**config.mk**
```make
export PLATFORM = sky130hd
export DESIGN_NAME = prfe_front_flat
export DESIGN_NICKNAME = d
export VERILOG_FILES = /design/src/hdl/prfe_pkg.sv /design/src/hdl/prfe_if.sv /design/src/hdl/prfe_front.sv /design/src/flat_wrapper.sv
export SDC_FILE = /design/constraint.sdc
export NUM_CORES = 1
export LEC_CHECK = 0
export BUFFER_PORTS_ARGS = -buffer_cell sky130_fd_sc_hd__buf_4
export CAP_MARGIN = 0
export CORE_UTILIZATION = 50
export DETAILED_ROUTE_END_ITERATION = 8
export PLACE_DENSITY = 0.85
export REMOVE_ABC_BUFFERS = 1
export SYNTH_ARGS = -nofsm -noshare
export SYNTH_HDL_FRONTEND = slang
export SYNTH_SLANG_ARGS = --single-unit
export TNS_END_PERCENT = 1
```
**constraint.sdc**
```tcl
create_clock -name clk -period 5.05 [get_ports clk]
set_input_delay 0.2525 -clock clk [delete_from_list [all_inputs] [get_ports clk]]
set_output_delay 0.2525 -clock clk [all_outputs]
set_load 0.05 [all_outputs]
```
**src/hdl/prfe_pkg.sv**
```systemverilog
package prfe_pkg;

  localparam int unsigned SCREEN_WIDTH_DEF  = 640;
  localparam int unsigned SCREEN_HEIGHT_DEF = 480;

  localparam int unsigned FUNC_W = 2;
  localparam int unsigned COORD_W = 12;
  localparam int unsigned SPAN_W = 13;
  localparam int unsigned CHAN_W = 8;
  localparam int unsigned ADDR_IN_W = 16;
  localparam int unsigned WORD_W = 32;
  localparam int unsigned LEVEL_HALF = 127;

  typedef enum logic [1:0] {
    FUNC_FILL  = 2'd0,
    FUNC_CLEAR = 2'd1,
    FUNC_READ  = 2'd2,
    FUNC_NONE  = 2'd3
  } func_t;

  // One decoded command handed from the front to the back.
  // Coordinates are the clipped rectangle in pixels, x1/y1 exclusive.
  typedef struct packed {
    func_t       func;
    logic        empty;
    logic [11:0] x0;
    logic [11:0] x1;
    logic [11:0] y0;
    logic [11:0] y1;
    logic [3:0]  on;
    logic [15:0] addr;
  } cmd_t;

  typedef struct packed {
    logic [7:0] red;
    logic [7:0] green;
    logic [7:0] blue;
    logic [7:0] bright;
    logic       nothing_drawn;
  } res_t;

  // Left-edge mask: pixels from bit offset s to the end of the byte.
  function automatic logic [7:0] mask_from(input logic [2:0] s);
    mask_from = 8'hFF >> s;
  endfunction

  // Right-edge mask: pixels up to and including bit offset e.
  function automatic logic [7:0] mask_upto(input logic [2:0] e);
    mask_upto = 8'hFF << (3'd7 - e);
  endfunction

endpackage

```
**src/hdl/prfe_if.sv**
```systemverilog
interface prfe_in_if import prfe_pkg::*; ();
  logic                valid;
  logic                ready;
  logic [1:0]          func;
  logic signed [11:0]  left;
  logic signed [11:0]  top;
  logic signed [12:0]  span_w;
  logic signed [12:0]  span_h;
  logic [7:0]          red;
  logic [7:0]          green;
  logic [7:0]          blue;
  logic [15:0]         byte_addr;
  modport source (output valid, func, left, top, span_w, span_h, red, green, blue,
                  byte_addr, input ready);
  modport sink (input valid, func, left, top, span_w, span_h, red, green, blue,
                byte_addr, output ready);
endinterface


```
**src/hdl/prfe_front.sv**
```systemverilog
module prfe_front import prfe_pkg::*; #(
  parameter int unsigned SCREEN_WIDTH  = SCREEN_WIDTH_DEF,
  parameter int unsigned SCREEN_HEIGHT = SCREEN_HEIGHT_DEF
) (
  input  logic clk,
  input  logic rst_n,
  prfe_in_if.sink in_ch,
  output logic cmd_valid,
  input  logic cmd_ready,
  output cmd_t cmd
);
  // Clip and classify in one registered stage.
  logic signed [13:0] x1_w, y1_w, x0_w, y0_w;
  logic               empty_w;
  logic [3:0]         on_w;
  cmd_t               cmd_r, cmd_nxt;
  logic               valid_r;

  assign in_ch.ready = !valid_r || cmd_ready;

  always_comb begin
    x0_w = (in_ch.left < 0) ? 14'sd0 : 14'(in_ch.left);
    y0_w = (in_ch.top < 0) ? 14'sd0 : 14'(in_ch.top);
    x1_w = 14'(in_ch.left) + 14'(in_ch.span_w);
    y1_w = 14'(in_ch.top) + 14'(in_ch.span_h);
    if (x1_w > $signed(14'(SCREEN_WIDTH))) x1_w = $signed(14'(SCREEN_WIDTH));
    if (y1_w > $signed(14'(SCREEN_HEIGHT))) y1_w = $signed(14'(SCREEN_HEIGHT));
    empty_w = (in_ch.span_w <= 0) || (in_ch.span_h <= 0) || (x0_w >= x1_w) ||
              (y0_w >= y1_w);
    on_w = {in_ch.red != 8'd0, in_ch.green != 8'd0, in_ch.blue != 8'd0,
            (in_ch.red > 8'(LEVEL_HALF)) || (in_ch.green > 8'(LEVEL_HALF)) ||
            (in_ch.blue > 8'(LEVEL_HALF))};
    cmd_nxt.func  = func_t'(in_ch.func);
    cmd_nxt.empty = empty_w;
    cmd_nxt.x0    = x0_w[11:0];
    cmd_nxt.x1    = x1_w[11:0];
    cmd_nxt.y0    = y0_w[11:0];
    cmd_nxt.y1    = y1_w[11:0];
    cmd_nxt.on    = on_w;
    cmd_nxt.addr  = in_ch.byte_addr;
  end

  always_ff @(posedge clk) begin
    if (!rst_n) begin
      valid_r <= 1'b0;
    end else if (in_ch.ready) begin
      valid_r <= in_ch.valid;
    end
    if (in_ch.ready && in_ch.valid) begin
      cmd_r <= cmd_nxt;
    end
  end

  assign cmd_valid = valid_r;
  assign cmd = cmd_r;
endmodule

```
**src/flat_wrapper.sv**
```systemverilog
// flat-port wrapper written by rule: the top's interface ports become plain ports
module prfe_front_flat import prfe_pkg::*;
#(
  parameter int unsigned SCREEN_WIDTH  = SCREEN_WIDTH_DEF,
  parameter int unsigned SCREEN_HEIGHT = SCREEN_HEIGHT_DEF
)
  (clk, rst_n, cmd_valid, cmd_ready, cmd, in_ch_valid, in_ch_func, in_ch_left, in_ch_top, in_ch_span_w, in_ch_span_h, in_ch_red, in_ch_green, in_ch_blue, in_ch_byte_addr, in_ch_ready);
  prfe_in_if in_ch_i ();
  input  logic clk;
  input  logic rst_n;
  output logic cmd_valid;
  input  logic cmd_ready;
  output cmd_t cmd;
  input wire logic [$bits(in_ch_i.valid)-1:0] in_ch_valid;
  input wire logic [$bits(in_ch_i.func)-1:0] in_ch_func;
  input wire logic [$bits(in_ch_i.left)-1:0] in_ch_left;
  input wire logic [$bits(in_ch_i.top)-1:0] in_ch_top;
  input wire logic [$bits(in_ch_i.span_w)-1:0] in_ch_span_w;
  input wire logic [$bits(in_ch_i.span_h)-1:0] in_ch_span_h;
  input wire logic [$bits(in_ch_i.red)-1:0] in_ch_red;
  input wire logic [$bits(in_ch_i.green)-1:0] in_ch_green;
  input wire logic [$bits(in_ch_i.blue)-1:0] in_ch_blue;
  input wire logic [$bits(in_ch_i.byte_addr)-1:0] in_ch_byte_addr;
  output wire logic [$bits(in_ch_i.ready)-1:0] in_ch_ready;
  assign in_ch_i.valid = in_ch_valid;
  assign in_ch_i.func = in_ch_func;
  assign in_ch_i.left = in_ch_left;
  assign in_ch_i.top = in_ch_top;
  assign in_ch_i.span_w = in_ch_span_w;
  assign in_ch_i.span_h = in_ch_span_h;
  assign in_ch_i.red = in_ch_red;
  assign in_ch_i.green = in_ch_green;
  assign in_ch_i.blue = in_ch_blue;
  assign in_ch_i.byte_addr = in_ch_byte_addr;
  assign in_ch_ready = in_ch_i.ready;
  prfe_front #(.SCREEN_WIDTH(SCREEN_WIDTH), .SCREEN_HEIGHT(SCREEN_HEIGHT)) u_core (.clk(clk), .rst_n(rst_n), .in_ch(in_ch_i), .cmd_valid(cmd_valid), .cmd_ready(cmd_ready), .cmd(cmd));
endmodule
```
==> impl_metrics.ini <==
[sta]
fin_skew_ps = 9.211
hold_violations = 0
post-route-period-util_pct = 81.75
slew-limit-headroom_pct = 49.65
fmax_mhz = 242.2
fin_tns_setup_ps = 0
finalCriticalPeriod_ps = 4128
setup_viol = 0
drv_slew = 0
rsz0062_at_grt = no
tightest_slew_ps = 755.3
holdWs_ps = 97.26

[placement]
place.gp.congestion = 0.9051
dp_hpwl_um = 10000
io_buffers = 166

[clock_network]
cts.sinks = 70
cts-buffers-inserted = 9
cts_root_buffer = clkbuf_8
cts_hold_buf = 0
cts_tree = yes
h-tree-depth = 3
cts_buffer_depth = 2
clk_pin_slew_worst_paths_ps = 80
postCtsSetupRepairBufs = 0
ctsResizeCount = 0
clk_latency_ps = 330

[synthesis]
async_flop_share_pct = 0
syn_avg_cell_area_um2 = 11.24
synth.ff_latch_count = 70
syn_area_um2 = 4687
netlist_instances = 417
synth_edf_count = 69
synth_cell_types = 70
yosys_warnings = 0
seq_area_frac_synth_pct = 44.63
synth_ff_type = edfxtp_1

[critical_path]
required_ps = 5110
r2r_cells = 3
path_class = input port to flop
cp-startpoint = in_ch_span_h[0]
arrival_ps = 4190
critPathMaxFanout = 13
r2r_start = u_core.cmd_valid
cp-end-kind = flop
r2r_end = u_core.cmd[14]
crit_end = u_core.cmd[68]
critPathLaunchType = input port
r2r_slack_ps = 3090

[floorplanning]
core_region_area_um2 = 8891
die_w_um = 98.82
die_h_um = 98.82
num_io_pins = 169
start_util_pct = 52.72
dieArea_um2 = 9765
num_rows = 34

[pwr]
p_clk_share_pct = 23.3
pwr-share-seq_pct = 38.2
p_int_mw = 1.199
p_comb_share_pct = 38.5
p_per_area_nw_per_um2 = 301.7
p_sw_mw = 0.6696
switching_share_pct = 35.84
leakage_nw = 2.664
power.total_mw = 1.869
max-vdd-ir-drop_mv = 0.1577

[global_routing]
gr-usage-met3_pct = 3.617
grt.total_usage_pct = 24.46
grt_max_degree = 40
grt.met1_usage_pct = 31.77
overflow = 0
grt_antenna_before_repair = 0
grt-busiest-layer = met2
groute.layer.met2.usage_pct = 42.07
grt_pass1_wl_um = 18750
grt_pass1_vias = 3840

[detailed_routing]
drt-total-wl_um = 12030
drt-pass1-iter-count = 4
wl_per_cell_um = 17.29
drt_iter0_markers = 176
postRouteAntennaNets = 0
vias_per_cell = 5.698
drc = 0
via_count = 3966

[final_layout]
final_nets = 729
diodes = 0
final_util_pct = 69.66
area_delta_synth_final_pct = 32.14
drive_above_1_share_pct = 34.18

[outcome]
status = complete, no violations

[flow_run]
maxCapViolCount = 0

[worst_hold_path]
hp-class = input port to flop
[synth_stat cells (all sizes together), types with 3 or more instances]
library cell / n / share of area, %
a211oi: 7 / 1.3
a21boi: 4 / 0.64
a21o: 10 / 1.6
a21oi: 25 / 2.9
a221oi: 3 / 0.56
and2: 8 / 1.1
buf: 9 / 1.5
clkbuf: 4 / 0.35
edfxtp: 69 / 44
ha: 48 / 13
inv: 17 / 1.4
nand2: 15 / 1.2
nand2b: 11 / 1.5
nand3: 5 / 0.53
nor2: 18 / 1.4
nor2b: 26 / 3.5
nor3: 12 / 1.5
nor3b: 8 / 1.5
nor4: 15 / 2.3
o211ai: 4 / 0.64
o21a: 4 / 0.80
o21ai: 18 / 2.1
o221ai: 3 / 0.56
o311ai: 4 / 0.91
o31ai: 4 / 0.64
or2: 5 / 0.67
or3: 13 / 1.8
xnor2: 7 / 1.3
xor2: 7 / 1.3
[power groups by stage]
stage | registers (mW) | clock network, mW | logic [mW]
CTS | 0.715 | 0.445 | 0.715
detailed placement | 0.728 | 0 | 0.710
global placement | 0.726 | 0 | 0.694
finish | 0.714 | 0.435 | 0.720
floorplan | 0.890 | 0 | 0.323
global route | 0.718 | 0.463 | 0.773
[metrics by stage]
| step | area (µm²) | instances | setup slack, ps |
|---|---|---|---|
| global route | 6193 | 696 | 714.2 |
| detailed placement | 5996 | 680 | 636.0 |
| floorplan | 4606 | 405 | 1207 |
| global placement | 5996 | 680 | 810.5 |
| finish | 6193 | 696 | 921.8 |
| CTS | 6193 | 696 | 976.9 |
[logic make-up (layout without fill, tap and decap cells)]
group	after synthesis	after routing	share of synthesized area [%]
and+or+nand+nor	145	145	18.53
DFF	70	70	44.63
adders and majority gates	50	50	13.67
xor gates and xnor gates	14	14	2.616
AOI/OAI and AO/OA	107	107	17.30
other	1	2	0.08001
buffers and inverters	30	200	3.176
[how the worst min path moves through the flow]
| stage | start | end | slack, ps | cells past startpoint |
|---|---|---|---|---|
| after floorplan | in_ch_byte_addr[0] | u_core.cmd[0] | 350 | 0 |
| after global placement | in_ch_byte_addr[11] | u_core.cmd[11] | 430 | 1 |
| after detailed placement | in_ch_byte_addr[0] | u_core.cmd[0] | 430 | 1 |
| after CTS | in_ch_byte_addr[0] | u_core.cmd[0] | 80 | 1 |
| after global routing | in_ch_byte_addr[8] | u_core.cmd[8] | 80 | 1 |
| final | in_ch_byte_addr[0] | u_core.cmd[0] | 100 | 1 |
[sequential cells by signal (all words and copies together) (netlist names)]
signal            flops
u_core.cmd_valid      1
u_core.cmd           69
[per-layer routing]
metal / vias up / wire length [µm]
met3: 14 / 835
met1: 1824 / 5257
li1: 1948 / -
met2: 180 / 5784
met4: 0 / 157
met5: - / 0
[critical path, stage by stage]
cell	delay, ps
buf_4	120
ha_1	230
fa_1	420
a211oi_2	370
o21ai_2	140
and2_1	190
nor4_2	290
nor3_2	120
o41ai_4	610
and2_1	260
ha_1	230
nand2b_1	140
a21oi_1	140
nor2b_1	70
o2111ai_1	170
a21oi_1	100
o31ai_1	230
nand3_1	110
[layout make-up]
type                    instances  area [µm²]
flip-flops and latches         70        2092
well taps                     108       135.1
fillers                       663        2698
multi-input cells             318        2451
inverters                      17       63.81
repair buffers                167        1254
clock buffers                  10       127.6
clock inverters                 6       70.07
[cell usage in the layout, fill, tap and decap left out, drive strengths merged, types with 3 or more instances in the layout]
cell,Yosys,final
o21a,4,4
clkinvlp,0,3
a211oi,7,7
o211ai,4,4
nand2,15,15
buf,9,167
nor2,18,18
a221oi,3,3
o311ai,4,4
nor3b,8,8
and2,8,8
xor2,7,7
a21oi,25,25
inv,17,18
nand3,5,5
a21o,10,10
nor2b,26,26
o21ai,18,18
nor3,12,12
o221ai,3,3
or3,13,13
nand2b,11,11
ha,48,48
xnor2,7,7
clkbuf,4,10
or2,5,5
a21boi,4,4
edfxtp,69,69
nor4,15,15
o31ai,4,4
No activity file was read; power rests on OpenSTA's default activity.
